===== src/sv/cfdsp_pkg.sv =====
// Shared types and constants for the centralized FIFO task dispatcher.
// Used by cfdsp_ctrl, cfdsp_dp and the top level; depends on nothing.
package cfdsp_pkg;

  // Default sizes
  localparam int MAX_TASKS_DEF = 64;
  localparam int NUM_CPUS_DEF  = 8;

  // Stream payload widths
  localparam int IN_TDATA_W  = 56;
  localparam int IN_TUSER_W  = 4;
  localparam int OUT_TDATA_W = 48;
  localparam int OUT_TUSER_W = 2;
  localparam int GCPU_W      = 3;

  // Event codes
  localparam logic [3:0] OP_NEW       = 4'd0;
  localparam logic [3:0] OP_RUNNABLE  = 4'd1;
  localparam logic [3:0] OP_DEPARTED  = 4'd2;
  localparam logic [3:0] OP_DEAD      = 4'd3;
  localparam logic [3:0] OP_YIELD     = 4'd4;
  localparam logic [3:0] OP_BLOCKED   = 4'd5;
  localparam logic [3:0] OP_PREEMPTED = 4'd6;
  localparam logic [3:0] OP_SCHEDULE  = 4'd7;
  localparam logic [3:0] OP_COMMIT    = 4'd8;

  // Task states
  localparam logic [1:0] TS_FREE    = 2'd0;
  localparam logic [1:0] TS_BLOCKED = 2'd1;
  localparam logic [1:0] TS_QUEUED  = 2'd2;
  localparam logic [1:0] TS_RUNNING = 2'd3;

  // Result kinds
  localparam logic [1:0] KIND_ACK    = 2'd0;
  localparam logic [1:0] KIND_ASSIGN = 2'd1;
  localparam logic [1:0] KIND_NONE   = 2'd2;

  // Result status codes
  localparam logic [1:0] RS_OK      = 2'd0;
  localparam logic [1:0] RS_ILLEGAL = 2'd1;
  localparam logic [1:0] RS_FULL    = 2'd2;

  typedef enum logic [4:0] {
    S_CLEAR, S_IDLE, S_DISP, S_CMT, S_TCHK, S_OWN,
    S_ER_RD, S_ER_CMP, S_SH_RD, S_SH_WR,
    S_SC_CHK, S_SC_RQ, S_SC_T, S_SC_S, S_SC_END, S_RES
  } state_t;

  typedef enum logic [1:0] {TTA_TID, TTA_TK, TTA_CLR} tt_addr_t;
  typedef enum logic [1:0] {TTC_NONE, TTC_CC, TTC_KEEP} tt_cpu_t;
  typedef enum logic [1:0] {RQA_BACK, RQA_FRONT, RQA_SHIFT} rq_addr_t;
  typedef enum logic [1:0] {RQD_TID, RQD_TK, RQD_RAM} rq_data_t;
  typedef enum logic [1:0] {OUT_RES, OUT_HELD, OUT_NONE} out_sel_t;

  // Commands from controller to datapath
  typedef struct packed {
    logic       capture;
    logic       clr_step;
    logic       tt_we;
    tt_addr_t   tt_addr;
    logic [1:0] tt_stat;
    tt_cpu_t    tt_cpu;
    logic       seq_we;
    logic       rq_we;
    rq_addr_t   rq_addr;
    rq_data_t   rq_data;
    logic       rq_rd_next;
    logic       q_pop;
    logic       q_dec;
    logic       busy_clr;
    logic       busy_set;
    logic       pend_clr;
    logic       cpu_we;
    logic       k_inc;
    logic       c_inc;
    logic       a_save;
    logic       seq_rd_rq;
    logic       hold_load;
    logic       hold_clr;
    logic       st_set;
    logic [1:0] st_val;
    logic       out_load;
    out_sel_t   out_sel;
    logic       out_last;
  } cmd_t;

  // Status from datapath to controller
  typedef struct packed {
    logic [3:0] op;
    logic       tid_ok;
    logic [1:0] tstat;
    logic       own;
    logic       cc_ok;
    logic       ok;
    logic       run;
    logic       full;
    logic       q_empty;
    logic       scan_end;
    logic       match;
    logic       shift_more;
    logic       c_end;
    logic       c_elig;
    logic       hold_v;
    logic       out_free;
    logic       clr_done;
  } sts_t;

endpackage


===== src/sv/centralized_fifo_task_dispatcher_core.sv =====
// Top level of the centralized FIFO task dispatcher.
// Depends on cfdsp_pkg, cfdsp_ctrl, cfdsp_dp (which holds the cfdsp_ram instances).
//
//  Channel | Ports                              | Contents
//  --------+------------------------------------+-------------------------------
//  cfg     | cfg_we, cfg_wdata[2:0]             | global_cpu
//  in      | in_tvalid/tready, tdata, tuser     | one scheduling event
//  out     | out_tvalid/tready, tdata, tuser,   | one result; tlast on final one
//          | tlast                              |
//
// Plain events pass dispatch, state checks and result, plus output handshake; a
// dequeue from mid-queue reads and compares each scanned entry and reads and writes
// each shifted one. Schedule checks CPUs in turn, each assignment via the request,
// table and send states. After reset a clearing pass frees the task table; no event
// is accepted meanwhile. A stalled output holds the sequencer at its next result.
module centralized_fifo_task_dispatcher_core #(
  parameter int MAX_TASKS = cfdsp_pkg::MAX_TASKS_DEF,
  parameter int NUM_CPUS  = cfdsp_pkg::NUM_CPUS_DEF
) (
  input  logic                              clk,
  input  logic                              rst_n,
  input  logic                              cfg_we,
  input  logic [cfdsp_pkg::GCPU_W-1:0]      cfg_wdata,   // global_cpu
  input  logic                              in_tvalid,
  output logic                              in_tready,
  // task_id[5:0], event_seqnum[37:6], starts_runnable[38], usable_cpus[46:39],
  // commit_cpu[49:47], commit_ok[50], zero pad
  input  logic [cfdsp_pkg::IN_TDATA_W-1:0]  in_tdata,
  input  logic [cfdsp_pkg::IN_TUSER_W-1:0]  in_tuser,    // operation[3:0]
  output logic                              out_tvalid,
  input  logic                              out_tready,
  // assigned_cpu[2:0], assigned_task[8:3], target_seqnum[40:9], status[42:41], zero pad
  output logic [cfdsp_pkg::OUT_TDATA_W-1:0] out_tdata,
  output logic [cfdsp_pkg::OUT_TUSER_W-1:0] out_tuser,   // kind[1:0]
  output logic                              out_tlast    // last
);

  cfdsp_pkg::cmd_t cmd;
  cfdsp_pkg::sts_t sts;

  cfdsp_ctrl u_ctrl (
    .clk(clk), .rst_n(rst_n),
    .in_tvalid(in_tvalid), .in_tready(in_tready),
    .sts(sts), .cmd(cmd)
  );

  cfdsp_dp #(.MAX_TASKS(MAX_TASKS), .NUM_CPUS(NUM_CPUS)) u_dp (
    .clk(clk), .rst_n(rst_n),
    .cfg_we(cfg_we), .cfg_wdata(cfg_wdata),
    .in_tdata(in_tdata), .in_tuser(in_tuser),
    .out_tvalid(out_tvalid), .out_tready(out_tready),
    .out_tdata(out_tdata), .out_tuser(out_tuser), .out_tlast(out_tlast),
    .cmd(cmd), .sts(sts)
  );

endmodule


===== src/sv/cfdsp_ram.sv =====
// Generic single-write, single-read RAM with registered read data.
// No dependencies.
module cfdsp_ram #(
  parameter int WIDTH = 8,
  parameter int DEPTH = 64
) (
  input  logic                     clk,
  input  logic                     we,
  input  logic [$clog2(DEPTH)-1:0] waddr,
  input  logic [WIDTH-1:0]         wdata,
  input  logic [$clog2(DEPTH)-1:0] raddr,
  output logic [WIDTH-1:0]         rdata
);

  logic [WIDTH-1:0] mem [DEPTH];

  always_ff @(posedge clk) begin
    if (we) begin
      mem[waddr] <= wdata;
    end
    rdata <= mem[raddr];
  end

endmodule


===== src/sv/cfdsp_ctrl.sv =====
// Controller state machine of the task dispatcher.
// Depends on cfdsp_pkg; drives cfdsp_dp through cmd_t and reads sts_t.
module cfdsp_ctrl (
  input  logic            clk,
  input  logic            rst_n,
  input  logic            in_tvalid,
  output logic            in_tready,
  input  cfdsp_pkg::sts_t sts,
  output cfdsp_pkg::cmd_t cmd
);

  cfdsp_pkg::state_t state_r, state_nxt;
  logic is_dep_blk, is_yield_pre;

  assign is_dep_blk   = (sts.op == cfdsp_pkg::OP_DEPARTED) || (sts.op == cfdsp_pkg::OP_BLOCKED);
  assign is_yield_pre = (sts.op == cfdsp_pkg::OP_YIELD) || (sts.op == cfdsp_pkg::OP_PREEMPTED);
  assign in_tready    = (state_r == cfdsp_pkg::S_IDLE);

  // State register
  always_ff @(posedge clk) begin
    if (!rst_n) begin
      state_r <= cfdsp_pkg::S_CLEAR;
    end else begin
      state_r <= state_nxt;
    end
  end

  // Next state
  always_comb begin
    state_nxt = state_r;
    unique case (state_r)
      cfdsp_pkg::S_CLEAR: if (sts.clr_done) state_nxt = cfdsp_pkg::S_IDLE;
      cfdsp_pkg::S_IDLE:  if (in_tvalid) state_nxt = cfdsp_pkg::S_DISP;
      cfdsp_pkg::S_DISP: begin
        if (sts.op == cfdsp_pkg::OP_SCHEDULE) begin
          state_nxt = cfdsp_pkg::S_SC_CHK;
        end else if (sts.op == cfdsp_pkg::OP_COMMIT) begin
          state_nxt = sts.cc_ok ? cfdsp_pkg::S_CMT : cfdsp_pkg::S_RES;
        end else if (sts.op > cfdsp_pkg::OP_COMMIT || !sts.tid_ok) begin
          state_nxt = cfdsp_pkg::S_RES;
        end else begin
          state_nxt = cfdsp_pkg::S_TCHK;
        end
      end
      cfdsp_pkg::S_CMT: state_nxt = cfdsp_pkg::S_RES;
      cfdsp_pkg::S_TCHK: begin
        state_nxt = cfdsp_pkg::S_RES;
        if ((is_dep_blk || is_yield_pre) && sts.tstat == cfdsp_pkg::TS_RUNNING) begin
          state_nxt = cfdsp_pkg::S_OWN;
        end else if (is_dep_blk && sts.tstat == cfdsp_pkg::TS_QUEUED) begin
          state_nxt = cfdsp_pkg::S_ER_RD;
        end
      end
      cfdsp_pkg::S_OWN:    state_nxt = cfdsp_pkg::S_RES;
      cfdsp_pkg::S_ER_RD:  state_nxt = sts.scan_end ? cfdsp_pkg::S_RES : cfdsp_pkg::S_ER_CMP;
      cfdsp_pkg::S_ER_CMP: state_nxt = sts.match ? cfdsp_pkg::S_SH_RD : cfdsp_pkg::S_ER_RD;
      cfdsp_pkg::S_SH_RD:  state_nxt = sts.shift_more ? cfdsp_pkg::S_SH_WR : cfdsp_pkg::S_RES;
      cfdsp_pkg::S_SH_WR:  state_nxt = cfdsp_pkg::S_SH_RD;
      cfdsp_pkg::S_SC_CHK: begin
        if (sts.c_end || sts.q_empty) begin
          state_nxt = cfdsp_pkg::S_SC_END;
        end else if (sts.c_elig) begin
          state_nxt = cfdsp_pkg::S_SC_RQ;
        end
      end
      cfdsp_pkg::S_SC_RQ: state_nxt = cfdsp_pkg::S_SC_T;
      cfdsp_pkg::S_SC_T:  state_nxt = cfdsp_pkg::S_SC_S;
      cfdsp_pkg::S_SC_S:  if (!sts.hold_v || sts.out_free) state_nxt = cfdsp_pkg::S_SC_CHK;
      cfdsp_pkg::S_SC_END: if (sts.out_free) state_nxt = cfdsp_pkg::S_IDLE;
      cfdsp_pkg::S_RES:    if (sts.out_free) state_nxt = cfdsp_pkg::S_IDLE;
      default: state_nxt = cfdsp_pkg::S_IDLE;
    endcase
  end

  // Command outputs
  always_comb begin
    cmd         = '0;
    cmd.tt_addr = cfdsp_pkg::TTA_TID;
    cmd.tt_cpu  = cfdsp_pkg::TTC_NONE;
    cmd.rq_addr = cfdsp_pkg::RQA_BACK;
    cmd.rq_data = cfdsp_pkg::RQD_TID;
    cmd.out_sel = cfdsp_pkg::OUT_RES;
    unique case (state_r)
      cfdsp_pkg::S_CLEAR: begin
        cmd.clr_step = 1'b1;
        cmd.tt_we    = 1'b1;
        cmd.tt_addr  = cfdsp_pkg::TTA_CLR;
        cmd.tt_stat  = cfdsp_pkg::TS_FREE;
      end
      cfdsp_pkg::S_IDLE: cmd.capture = in_tvalid;
      cfdsp_pkg::S_DISP: begin
        if (sts.op == cfdsp_pkg::OP_COMMIT) begin
          if (!sts.cc_ok) begin
            cmd.st_set = 1'b1;
            cmd.st_val = cfdsp_pkg::RS_ILLEGAL;
          end
        end else if (sts.op != cfdsp_pkg::OP_SCHEDULE &&
                     (sts.op > cfdsp_pkg::OP_COMMIT || !sts.tid_ok)) begin
          cmd.st_set = 1'b1;
          cmd.st_val = cfdsp_pkg::RS_ILLEGAL;
        end
      end
      cfdsp_pkg::S_CMT: begin
        if (sts.ok) begin
          cmd.tt_we    = 1'b1;
          cmd.tt_addr  = cfdsp_pkg::TTA_TK;
          cmd.tt_stat  = cfdsp_pkg::TS_RUNNING;
          cmd.tt_cpu   = cfdsp_pkg::TTC_CC;
          cmd.pend_clr = 1'b1;
        end else if (sts.full) begin
          cmd.st_set = 1'b1;
          cmd.st_val = cfdsp_pkg::RS_FULL;
        end else begin
          cmd.rq_we    = 1'b1;
          cmd.rq_addr  = cfdsp_pkg::RQA_FRONT;
          cmd.rq_data  = cfdsp_pkg::RQD_TK;
          cmd.busy_clr = 1'b1;
          cmd.pend_clr = 1'b1;
        end
      end
      cfdsp_pkg::S_TCHK: begin
        case (sts.op) inside
          cfdsp_pkg::OP_NEW: begin
            if (sts.tstat != cfdsp_pkg::TS_FREE) begin
              cmd.st_set = 1'b1;
              cmd.st_val = cfdsp_pkg::RS_ILLEGAL;
            end else if (sts.run && sts.full) begin
              cmd.st_set = 1'b1;
              cmd.st_val = cfdsp_pkg::RS_FULL;
            end else begin
              cmd.rq_we   = sts.run;
              cmd.tt_we   = 1'b1;
              cmd.tt_stat = sts.run ? cfdsp_pkg::TS_QUEUED : cfdsp_pkg::TS_BLOCKED;
              cmd.seq_we  = 1'b1;
            end
          end
          cfdsp_pkg::OP_RUNNABLE: begin
            if (sts.tstat != cfdsp_pkg::TS_BLOCKED) begin
              cmd.st_set = 1'b1;
              cmd.st_val = cfdsp_pkg::RS_ILLEGAL;
            end else if (sts.full) begin
              cmd.st_set = 1'b1;
              cmd.st_val = cfdsp_pkg::RS_FULL;
            end else begin
              cmd.rq_we   = 1'b1;
              cmd.tt_we   = 1'b1;
              cmd.tt_stat = cfdsp_pkg::TS_QUEUED;
              cmd.tt_cpu  = cfdsp_pkg::TTC_KEEP;
            end
          end
          cfdsp_pkg::OP_DEAD: begin
            if (sts.tstat != cfdsp_pkg::TS_BLOCKED) begin
              cmd.st_set = 1'b1;
              cmd.st_val = cfdsp_pkg::RS_ILLEGAL;
            end else begin
              cmd.tt_we   = 1'b1;
              cmd.tt_stat = cfdsp_pkg::TS_FREE;
            end
          end
          cfdsp_pkg::OP_DEPARTED, cfdsp_pkg::OP_BLOCKED: begin
            if (sts.tstat == cfdsp_pkg::TS_RUNNING || sts.tstat == cfdsp_pkg::TS_QUEUED) begin
              cmd.st_set = 1'b0;
            end else if (sts.op == cfdsp_pkg::OP_DEPARTED &&
                         sts.tstat == cfdsp_pkg::TS_BLOCKED) begin
              cmd.tt_we   = 1'b1;
              cmd.tt_stat = cfdsp_pkg::TS_FREE;
            end else begin
              cmd.st_set = 1'b1;
              cmd.st_val = cfdsp_pkg::RS_ILLEGAL;
            end
          end
          cfdsp_pkg::OP_YIELD, cfdsp_pkg::OP_PREEMPTED: begin
            if (sts.tstat != cfdsp_pkg::TS_RUNNING) begin
              cmd.st_set = 1'b1;
              cmd.st_val = cfdsp_pkg::RS_ILLEGAL;
            end
          end
          default: cmd.st_set = 1'b0;
        endcase
      end
      cfdsp_pkg::S_OWN: begin
        if (!sts.own) begin
          cmd.st_set = 1'b1;
          cmd.st_val = cfdsp_pkg::RS_ILLEGAL;
        end else if (is_dep_blk) begin
          cmd.busy_clr = 1'b1;
          cmd.tt_we    = 1'b1;
          cmd.tt_stat  = (sts.op == cfdsp_pkg::OP_DEPARTED) ? cfdsp_pkg::TS_FREE
                                                            : cfdsp_pkg::TS_BLOCKED;
        end else if (sts.full) begin
          cmd.st_set = 1'b1;
          cmd.st_val = cfdsp_pkg::RS_FULL;
        end else begin
          cmd.rq_we    = 1'b1;
          cmd.rq_addr  = (sts.op == cfdsp_pkg::OP_YIELD) ? cfdsp_pkg::RQA_BACK
                                                         : cfdsp_pkg::RQA_FRONT;
          cmd.busy_clr = 1'b1;
          cmd.tt_we    = 1'b1;
          cmd.tt_stat  = cfdsp_pkg::TS_QUEUED;
        end
      end
      cfdsp_pkg::S_ER_RD: begin
        if (sts.scan_end) begin
          cmd.st_set = 1'b1;
          cmd.st_val = cfdsp_pkg::RS_ILLEGAL;
        end
      end
      cfdsp_pkg::S_ER_CMP: cmd.k_inc = !sts.match;
      cfdsp_pkg::S_SH_RD: begin
        if (sts.shift_more) begin
          cmd.rq_rd_next = 1'b1;
        end else begin
          cmd.q_dec   = 1'b1;
          cmd.tt_we   = 1'b1;
          cmd.tt_stat = (sts.op == cfdsp_pkg::OP_DEPARTED) ? cfdsp_pkg::TS_FREE
                                                           : cfdsp_pkg::TS_BLOCKED;
        end
      end
      cfdsp_pkg::S_SH_WR: begin
        cmd.rq_we   = 1'b1;
        cmd.rq_addr = cfdsp_pkg::RQA_SHIFT;
        cmd.rq_data = cfdsp_pkg::RQD_RAM;
        cmd.k_inc   = 1'b1;
      end
      cfdsp_pkg::S_SC_CHK: cmd.c_inc = !(sts.c_end || sts.q_empty) && !sts.c_elig;
      cfdsp_pkg::S_SC_RQ:  cmd.st_set = 1'b0;
      cfdsp_pkg::S_SC_T: begin
        cmd.cpu_we    = 1'b1;
        cmd.busy_set  = 1'b1;
        cmd.q_pop     = 1'b1;
        cmd.a_save    = 1'b1;
        cmd.seq_rd_rq = 1'b1;
      end
      cfdsp_pkg::S_SC_S: begin
        if (!sts.hold_v || sts.out_free) begin
          cmd.out_load  = sts.hold_v;
          cmd.out_sel   = cfdsp_pkg::OUT_HELD;
          cmd.hold_load = 1'b1;
          cmd.c_inc     = 1'b1;
        end
      end
      cfdsp_pkg::S_SC_END: begin
        if (sts.out_free) begin
          cmd.out_load = 1'b1;
          cmd.out_sel  = sts.hold_v ? cfdsp_pkg::OUT_HELD : cfdsp_pkg::OUT_NONE;
          cmd.out_last = 1'b1;
          cmd.hold_clr = 1'b1;
        end
      end
      cfdsp_pkg::S_RES: begin
        cmd.out_load = sts.out_free;
        cmd.out_last = 1'b1;
      end
      default: cmd.st_set = 1'b0;
    endcase
  end

  // An accepted event always moves on to dispatch
  a_accept_disp: assert property (@(posedge clk) disable iff (!rst_n)
    (in_tvalid && in_tready) |=> (state_r == cfdsp_pkg::S_DISP))
    else $error("accepted event did not reach dispatch");

endmodule


===== src/sv/cfdsp_dp.sv =====
// Datapath of the task dispatcher: run queue, task tables, CPU state, output register.
// Depends on cfdsp_pkg and cfdsp_ram; controlled by cfdsp_ctrl through cmd_t.
module cfdsp_dp #(
  parameter int MAX_TASKS = cfdsp_pkg::MAX_TASKS_DEF,
  parameter int NUM_CPUS  = cfdsp_pkg::NUM_CPUS_DEF
) (
  input  logic                              clk,
  input  logic                              rst_n,
  input  logic                              cfg_we,
  input  logic [cfdsp_pkg::GCPU_W-1:0]      cfg_wdata,
  input  logic [cfdsp_pkg::IN_TDATA_W-1:0]  in_tdata,
  input  logic [cfdsp_pkg::IN_TUSER_W-1:0]  in_tuser,
  output logic                              out_tvalid,
  input  logic                              out_tready,
  output logic [cfdsp_pkg::OUT_TDATA_W-1:0] out_tdata,
  output logic [cfdsp_pkg::OUT_TUSER_W-1:0] out_tuser,
  output logic                              out_tlast,
  input  cfdsp_pkg::cmd_t                   cmd,
  output cfdsp_pkg::sts_t                   sts
);

  localparam int TW  = $clog2(MAX_TASKS);
  localparam int CTW = $clog2(MAX_TASKS + 1);
  localparam int CW  = $clog2(NUM_CPUS);
  localparam int CNW = $clog2(NUM_CPUS + 1);
  localparam int TTW = 2 + CNW;

  // Queue position to RAM address, wrapping at MAX_TASKS
  function automatic logic [TW-1:0] qidx(input logic [TW-1:0] base, input logic [CTW:0] off);
    logic [CTW+1:0] sum;
    sum = (CTW+2)'(base) + (CTW+2)'(off);
    if (sum >= (CTW+2)'(MAX_TASKS)) sum = sum - (CTW+2)'(MAX_TASKS);
    return TW'(sum);
  endfunction

  // Captured event
  logic [3:0]  op_r;
  logic [5:0]  tid_r;
  logic [31:0] seq_r;
  logic        run_r;
  logic [7:0]  usable_r;
  logic [2:0]  cc_r;
  logic        ok_r;

  logic [2:0]          gcpu_r;
  logic [TW-1:0]       head_r;
  logic [CTW-1:0]      count_r;
  logic [NUM_CPUS-1:0] busy_r, pend_r;
  logic [CTW-1:0]      k_r;
  logic [CNW-1:0]      c_r;
  logic [TW-1:0]       clr_r;
  logic [TW-1:0]       a_task_r;
  logic [1:0]          st_r;
  logic                hold_v_r;
  logic [2:0]          hold_cpu_r;
  logic [5:0]          hold_task_r;
  logic [31:0]         hold_seq_r;
  logic                out_valid_r;
  logic [1:0]          out_kind_r, out_status_r;
  logic [2:0]          out_cpu_r;
  logic [5:0]          out_task_r;
  logic [31:0]         out_seq_r;
  logic                out_last_r;

  logic [TW-1:0]       tid_idx, rq_rdata, cpu_rdata, rq_waddr, rq_wdata, front_addr;
  logic [TW-1:0]       tt_waddr, seq_raddr;
  logic [CW-1:0]       cc_idx, tc_idx, c_idx, busy_idx, cpu_raddr;
  logic [TTW-1:0]      tt_rdata, tt_wdata;
  logic [CNW-1:0]      tc, tt_wcpu;
  logic [31:0]         seq_rdata;
  logic [NUM_CPUS-1:0] umask;
  logic                out_free;

  assign tid_idx  = TW'(tid_r);
  assign cc_idx   = CW'(cc_r);
  assign tc       = tt_rdata[CNW-1:0];
  assign tc_idx   = CW'(tc);
  assign c_idx    = CW'(c_r);
  assign busy_idx = (op_r == cfdsp_pkg::OP_COMMIT) ? cc_idx : tc_idx;
  assign out_free = !out_valid_r || out_tready;

  // CPUs numbered 8 and up have no usable bit
  always_comb begin
    for (int i = 0; i < NUM_CPUS; i++) begin
      umask[i] = (i < 8) ? usable_r[3'(i)] : 1'b0;
    end
  end

  // Run queue write address and data
  assign front_addr = (head_r == '0) ? TW'(MAX_TASKS - 1) : head_r - TW'(1);
  always_comb begin
    case (cmd.rq_addr)
      cfdsp_pkg::RQA_FRONT: rq_waddr = front_addr;
      cfdsp_pkg::RQA_SHIFT: rq_waddr = qidx(head_r, (CTW+1)'(k_r));
      default:              rq_waddr = qidx(head_r, (CTW+1)'(count_r));
    endcase
    case (cmd.rq_data)
      cfdsp_pkg::RQD_TK:  rq_wdata = cpu_rdata;
      cfdsp_pkg::RQD_RAM: rq_wdata = rq_rdata;
      default:            rq_wdata = tid_idx;
    endcase
  end

  // Task table write address and data
  always_comb begin
    case (cmd.tt_addr)
      cfdsp_pkg::TTA_TK:  tt_waddr = cpu_rdata;
      cfdsp_pkg::TTA_CLR: tt_waddr = clr_r;
      default:            tt_waddr = tid_idx;
    endcase
    case (cmd.tt_cpu)
      cfdsp_pkg::TTC_CC:   tt_wcpu = CNW'(cc_r);
      cfdsp_pkg::TTC_KEEP: tt_wcpu = tc;
      default:             tt_wcpu = CNW'(NUM_CPUS);
    endcase
  end
  assign tt_wdata  = {cmd.tt_stat, tt_wcpu};
  assign seq_raddr = cmd.seq_rd_rq ? rq_rdata : a_task_r;
  assign cpu_raddr = (op_r == cfdsp_pkg::OP_COMMIT) ? cc_idx : tc_idx;

  // Memories
  cfdsp_ram #(.WIDTH(TW), .DEPTH(MAX_TASKS)) u_rq (
    .clk(clk), .we(cmd.rq_we), .waddr(rq_waddr), .wdata(rq_wdata),
    .raddr(qidx(head_r, (CTW+1)'(k_r) + (CTW+1)'(cmd.rq_rd_next))), .rdata(rq_rdata)
  );
  cfdsp_ram #(.WIDTH(TTW), .DEPTH(MAX_TASKS)) u_tt (
    .clk(clk), .we(cmd.tt_we), .waddr(tt_waddr), .wdata(tt_wdata),
    .raddr(tid_idx), .rdata(tt_rdata)
  );
  cfdsp_ram #(.WIDTH(32), .DEPTH(MAX_TASKS)) u_seq (
    .clk(clk), .we(cmd.seq_we), .waddr(tid_idx), .wdata(seq_r),
    .raddr(seq_raddr), .rdata(seq_rdata)
  );
  cfdsp_ram #(.WIDTH(TW), .DEPTH(NUM_CPUS)) u_cpu (
    .clk(clk), .we(cmd.cpu_we), .waddr(c_idx), .wdata(rq_rdata),
    .raddr(cpu_raddr), .rdata(cpu_rdata)
  );

  // Event capture and payload registers
  always_ff @(posedge clk) begin
    if (cmd.capture) begin
      op_r     <= in_tuser;
      tid_r    <= in_tdata[5:0];
      seq_r    <= in_tdata[37:6];
      run_r    <= in_tdata[38];
      usable_r <= in_tdata[46:39];
      cc_r     <= in_tdata[49:47];
      ok_r     <= in_tdata[50];
    end
    if (cmd.a_save) a_task_r <= rq_rdata;
    if (cmd.hold_load) begin
      hold_cpu_r  <= 3'(c_r);
      hold_task_r <= 6'(a_task_r);
      hold_seq_r  <= seq_rdata;
    end
    if (cmd.out_load) begin
      out_last_r <= cmd.out_last;
      case (cmd.out_sel)
        cfdsp_pkg::OUT_HELD: begin
          out_kind_r   <= cfdsp_pkg::KIND_ASSIGN;
          out_cpu_r    <= hold_cpu_r;
          out_task_r   <= hold_task_r;
          out_seq_r    <= hold_seq_r;
          out_status_r <= cfdsp_pkg::RS_OK;
        end
        cfdsp_pkg::OUT_NONE: begin
          out_kind_r   <= cfdsp_pkg::KIND_NONE;
          out_cpu_r    <= '0;
          out_task_r   <= '0;
          out_seq_r    <= '0;
          out_status_r <= cfdsp_pkg::RS_OK;
        end
        default: begin
          out_kind_r   <= cfdsp_pkg::KIND_ACK;
          out_cpu_r    <= '0;
          out_task_r   <= '0;
          out_seq_r    <= '0;
          out_status_r <= st_r;
        end
      endcase
    end
  end

  // Control state: queue pointers, CPU flags, scan counters
  always_ff @(posedge clk) begin
    if (!rst_n) begin
      gcpu_r      <= '0;
      head_r      <= '0;
      count_r     <= '0;
      busy_r      <= '0;
      pend_r      <= '0;
      k_r         <= '0;
      c_r         <= '0;
      clr_r       <= '0;
      st_r        <= cfdsp_pkg::RS_OK;
      hold_v_r    <= 1'b0;
      out_valid_r <= 1'b0;
    end else begin
      if (cfg_we) gcpu_r <= cfg_wdata;
      if (cmd.clr_step) clr_r <= clr_r + TW'(1);
      if (cmd.capture) begin
        k_r  <= '0;
        c_r  <= '0;
        st_r <= cfdsp_pkg::RS_OK;
      end
      if (cmd.k_inc) k_r <= k_r + CTW'(1);
      if (cmd.c_inc) c_r <= c_r + CNW'(1);
      if (cmd.st_set) st_r <= cmd.st_val;
      // queue pointers
      if (cmd.rq_we && cmd.rq_addr == cfdsp_pkg::RQA_BACK) count_r <= count_r + CTW'(1);
      if (cmd.rq_we && cmd.rq_addr == cfdsp_pkg::RQA_FRONT) begin
        head_r  <= front_addr;
        count_r <= count_r + CTW'(1);
      end
      if (cmd.q_pop) begin
        head_r  <= (head_r == TW'(MAX_TASKS - 1)) ? '0 : head_r + TW'(1);
        count_r <= count_r - CTW'(1);
      end
      if (cmd.q_dec) count_r <= count_r - CTW'(1);
      // CPU flags
      if (cmd.busy_clr) busy_r[busy_idx] <= 1'b0;
      if (cmd.pend_clr) pend_r[cc_idx] <= 1'b0;
      if (cmd.busy_set) begin
        busy_r[c_idx] <= 1'b1;
        pend_r[c_idx] <= 1'b1;
      end
      // held assignment and output valid
      if (cmd.hold_load) hold_v_r <= 1'b1;
      if (cmd.hold_clr) hold_v_r <= 1'b0;
      if (cmd.out_load) begin
        out_valid_r <= 1'b1;
      end else if (out_tready) begin
        out_valid_r <= 1'b0;
      end
    end
  end

  // Status to controller
  always_comb begin
    sts.op         = op_r;
    sts.tid_ok     = 32'(tid_r) < MAX_TASKS;
    sts.tstat      = tt_rdata[TTW-1:CNW];
    sts.own        = (32'(tc) < NUM_CPUS) && busy_r[tc_idx] && (cpu_rdata == tid_idx);
    sts.cc_ok      = (32'(cc_r) < NUM_CPUS) && pend_r[cc_idx] && busy_r[cc_idx];
    sts.ok         = ok_r;
    sts.run        = run_r;
    sts.full       = 32'(count_r) >= MAX_TASKS;
    sts.q_empty    = (count_r == '0);
    sts.scan_end   = (k_r == count_r);
    sts.match      = (rq_rdata == tid_idx);
    sts.shift_more = ((CTW+1)'(k_r) + (CTW+1)'(1)) < (CTW+1)'(count_r);
    sts.c_end      = 32'(c_r) >= NUM_CPUS;
    sts.c_elig     = (32'(c_r) != 32'(gcpu_r)) && umask[c_idx] && !busy_r[c_idx];
    sts.hold_v     = hold_v_r;
    sts.out_free   = out_free;
    sts.clr_done   = (clr_r == TW'(MAX_TASKS - 1));
  end

  // Stream outputs
  assign out_tvalid = out_valid_r;
  assign out_tuser  = out_kind_r;
  assign out_tlast  = out_last_r;
  assign out_tdata  = {5'b0, out_status_r, out_seq_r, out_task_r, out_cpu_r};

  a_count_range: assert property (@(posedge clk) disable iff (!rst_n)
    32'(count_r) <= MAX_TASKS)
    else $error("run queue count out of range");

  a_load_free: assert property (@(posedge clk) disable iff (!rst_n)
    cmd.out_load |-> out_free)
    else $error("output register overwritten before transfer");

  a_pop_nonempty: assert property (@(posedge clk) disable iff (!rst_n)
    cmd.q_pop |-> (count_r != '0))
    else $error("pop from empty run queue");

endmodule


===== config.mk =====
export PLATFORM = sky130hd
export DESIGN_NAME = centralized_fifo_task_dispatcher_core
export DESIGN_NICKNAME = d
export VERILOG_FILES = /design/src/sv/cfdsp_pkg.sv /design/src/sv/centralized_fifo_task_dispatcher_core.sv /design/src/sv/cfdsp_ram.sv /design/src/sv/cfdsp_ctrl.sv /design/src/sv/cfdsp_dp.sv
export SDC_FILE = /design/constraint.sdc
export NUM_CORES = 2
export LEC_CHECK = 0
export BUFFER_PORTS_ARGS = -buffer_cell sky130_fd_sc_hd__buf_2
export CAP_MARGIN = 15
export CORE_UTILIZATION = 40
export CTS_BUF_LIST = sky130_fd_sc_hd__clkbuf_4
export DETAILED_ROUTE_END_ITERATION = 10
export PLACE_DENSITY = 0.65
export SLEW_MARGIN = 20
export SYNTH_ARGS = -nofsm -noshare
export SYNTH_HDL_FRONTEND = slang
export SYNTH_HIERARCHICAL = 1
export SYNTH_SLANG_ARGS = --single-unit
export TNS_END_PERCENT = 30

===== constraint.sdc =====
create_clock -name clk -period 18.35 [get_ports clk]
set_input_delay 5.505 -clock clk [delete_from_list [all_inputs] [get_ports clk]]
set_output_delay 5.505 -clock clk [all_outputs]
set_load 0.01 [all_outputs]

==> results.json <==
{
  "leakage_nw": 42.82,
  "synth_area_leaders": "edfxtp_1 75%, mux4_2 14%, dfxtp_1 1.8%",
  "fmax_ghz": 0.1171,
  "setup_viol": 0,
  "drv_cap": 0,
  "hpwl_um": 157900,
  "grt_first_pass_wirelength_um": 427000,
  "cts_resized": 0,
  "ir_worst_vdd_mv": 0.07367,
  "core_um2": 300500,
  "period_share": 0.4654,
  "cp_max_fo": 24,
  "seq_area_um2": 92470,
  "firstDrtPassIters": 6,
  "slew_violations": 0,
  "path_class": "reg -> out",
  "chipHeight_um": 552.3,
  "synth_top_area_frac": 0.7458,
  "worst_pin_slew_ns": 1.163,
  "final_nets": 6636,
  "final_cell_mix": "3008 x edfxtp_1, 1161 x clkbuf_4, 737 x mux4_2",
  "p_int_mw": 11.34,
  "die-area_um2": 305000,
  "cts-root-buf": "clkbuf_4",
  "vias": 61840,
  "detail-route-antenna-nets": 0,
  "fin_crit_ns": 8.540,
  "swShare": 0.2382,
  "async_flop_share": 0,
  "crit_end": "in_tready",
  "hold_viol": 0,
  "cts_setup_buffers": 0,
  "outcome": "finished clean",
  "whs_ns": 0.3537,
  "drive_above_1_share": 0.3318,
  "drc_errors": 0,
  "synthDistinctLibCells": 78,
  "netlist_area_um2": 121100,
  "io_pins": 121,
  "antenna_found_initial": 20,
  "clock_latency_ns": 1.47,
  "drt-vias-per-instance": 5.604,
  "r2r_cells": 11,
  "grtUsageTotal": 0.1909,
  "synth_area_per_cell_um2": 20.88,
  "syn-instance-count": 5802,
  "p_sw_mw": 3.544,
  "cts-buffers-inserted": 782,
  "initial_core_util": 0.4030,
  "crit_path_start_kind": "flip-flop",
  "final_common_cell": "edfxtp_1",
  "totalWireLength_um": 295200,
  "hp-class": "reg -> reg",
  "die_w_um": 552.3,
  "cts_buffer_depth": 4,
  "sequentialPowerShare": 0.541,
  "worstPathArrival_ns": 3.04,
  "hold_start": "u_dp/u_seq/rdata[2]$_DFF_P_",
  "yosysTopAreaCell": "edfxtp_1",
  "fin_tns_setup_ns": 0,
  "ctsHoldBuffers": 0,
  "grt_pass1_vias": 63600,
  "gp_congestion": 0.8338,
  "grt_max_degree": 132,
  "maxSlewHeadroom": 0.2246,
  "cts_tree": "yes",
  "power_frac_comb": 0.078,
  "yosys_warnings": 6,
  "crit_start": "u_ctrl/state_r[3]$_SDFFE_PN0P_",
  "portBuffers": 106,
  "crit_path_end_kind": "output pin",
  "multiInputGateArea_um2": 27540,
  "crit_required_ns": 12.84,
  "first_iter_violations": 7151,
  "gr-total-overflow": 0,
  "r2r_start": "u_ctrl/state_r[3]$_SDFFE_PN0P_",
  "wl_per_cell_um": 26.75,
  "synthFlopType": "edfxtp_1",
  "cts.sinks": 3115,
  "rrSetupSlack_ns": 11.75,
  "synth_edf_count": 3008,
  "power.density_nw_per_um2": 108.9,
  "rows": 201,
  "synth-seq-cells": 3115,
  "rsz0062_at_grt": "no",
  "r2r-end": "u_dp/u_seq/rdata[14]$_DFF_P_",
  "nFillCells": 25150,
  "area_delta_synth_final_pct": 12.76,
  "skew_ns": 0.1317,
  "clk_pin_slew_ns": 0.07,
  "ys_seq_area_frac": 0.7634,
  "htree_levels": 6,
  "power_frac_clock": 0.381
}
sequential cells by signal (all words and copies together), names as in the netlist, 7 cells and up:
name,flops
u_dp/u_tt/mem,384
u_dp/out_seq_r,32
u_dp/hold_seq_r,32
u_dp/k_r,7
u_dp/seq_r,32
u_dp/count_r,7
u_dp/u_rq/mem,384
u_dp/u_seq/mem,2048
u_dp/busy_r,8
u_dp/pend_r,8
u_dp/u_seq/rdata,32
u_dp/u_cpu/mem,48
worst max-delay path: stages (launching register included):
cell and delay (ns):
dfxtp_1 0.87, nor2b_1 0.35, and2_1 0.27, buf_2 0.14
kinds of logic after synthesis:
logic type                 after synthesis  synth area share
buffers and inverters                  374           0.01533
AOI/OAI and AO/OA                      497           0.02661
and+or+nand+nor                        809           0.03217
adders and majority gates               38          0.004111
DFF                                   3115            0.7634
other                                    2        0.00006200
muxes                                  922            0.1550
xor gates and xnor gates                45          0.003254
worst min-delay path by stage:
stage,slack (ns),to,cells after the start
3_3_place_gp,0.39,u_dp/hold_seq_r[15]$_DFFE_PP_,0
6_report,0.35,u_dp/hold_seq_r[2]$_DFFE_PP_,0
5_1_grt,0.35,u_dp/hold_seq_r[21]$_DFFE_PP_,0
2_1_floorplan,0.39,u_dp/hold_seq_r[0]$_DFFE_PP_,0
4_1_cts,0.34,u_dp/hold_seq_r[21]$_DFFE_PP_,0
3_5_place_dp,0.39,u_dp/hold_seq_r[17]$_DFFE_PP_,0
cells in the mapped netlist (all sizes together) (4+ instances only):
cell	n
nand4	17
and3	15
xnor2	24
o21ai	61
nor2	352
o31ai	9
or2	11
a21oi	142
a221oi	4
dfxtp	107
mux4	755
a311oi	12
inv	45
or3	16
a41o	4
edfxtp	3008
a32oi	4
o22ai	104
mux2	27
nand3b	24
a32o	4
nand3	47
nor2b	43
or3b	10
xor2	21
mux2i	140
a31oi	14
o211ai	9
nand2	127
nor3	37
and2	50
o221ai	39
a22oi	36
o22a	7
buf	179
o32ai	9
clkbuf	150
nor4	4
nor3b	12
o41ai	6
nand2b	35
ha	35
a211oi	14
a21o	6
area by class of cell:
cell class / instances / area share
Multi-Input combinational cell: 2317 / 0.2016
Clock inverter: 155 / 0.006394
Sequential cell: 3115 / 0.6770
Antenna cell: 15 / 0.0002748
Clock buffer: 1161 / 0.06382
Tap cell: 3958 / 0.03626
Inverter: 45 / 0.001273
Timing Repair Buffer: 269 / 0.01330
power groups by stage:
stage	registers, mW	clock network (mW)	logic, mW
5_1_grt	8.06	6.16	1.24
3_5_place_dp	8.21	0	1.15
6_report	8.06	5.66	1.16
4_1_cts	8.05	5.81	1.16
2_1_floorplan	8.21	0	0.745
3_3_place_gp	8.20	0	1.12
layer usage:
metal | wire length (µm) | global-route usage | vias up | share of wire
li1 | - | - | 26020 | -
met2 | 145200 | 0.3131 | 3071 | 0.49
met3 | 26560 | 0.04293 | 482 | 0.090
met4 | 8099 | 0.06421 | 10 | 0.027
met1 | 115300 | 0.2518 | 32260 | 0.39
met5 | 70 | 0 | - | 0.00024
stage by stage:
stage	power, mW	std cells	area (µm²)	utilization	setup WS [ns]
6_report	14.88	11040	136600	0.4545	9.810
3_5_place_dp	9.361	9704	126900	0.4224	10.60
2_1_floorplan	8.959	5806	121100	-	8.684
4_1_cts	15.02	11020	136500	0.4543	9.731
5_1_grt	15.46	11030	136600	0.4544	9.619
3_3_place_gp	9.323	9704	126900	0.4224	10.66
Power figures use the tool's default switching activity.
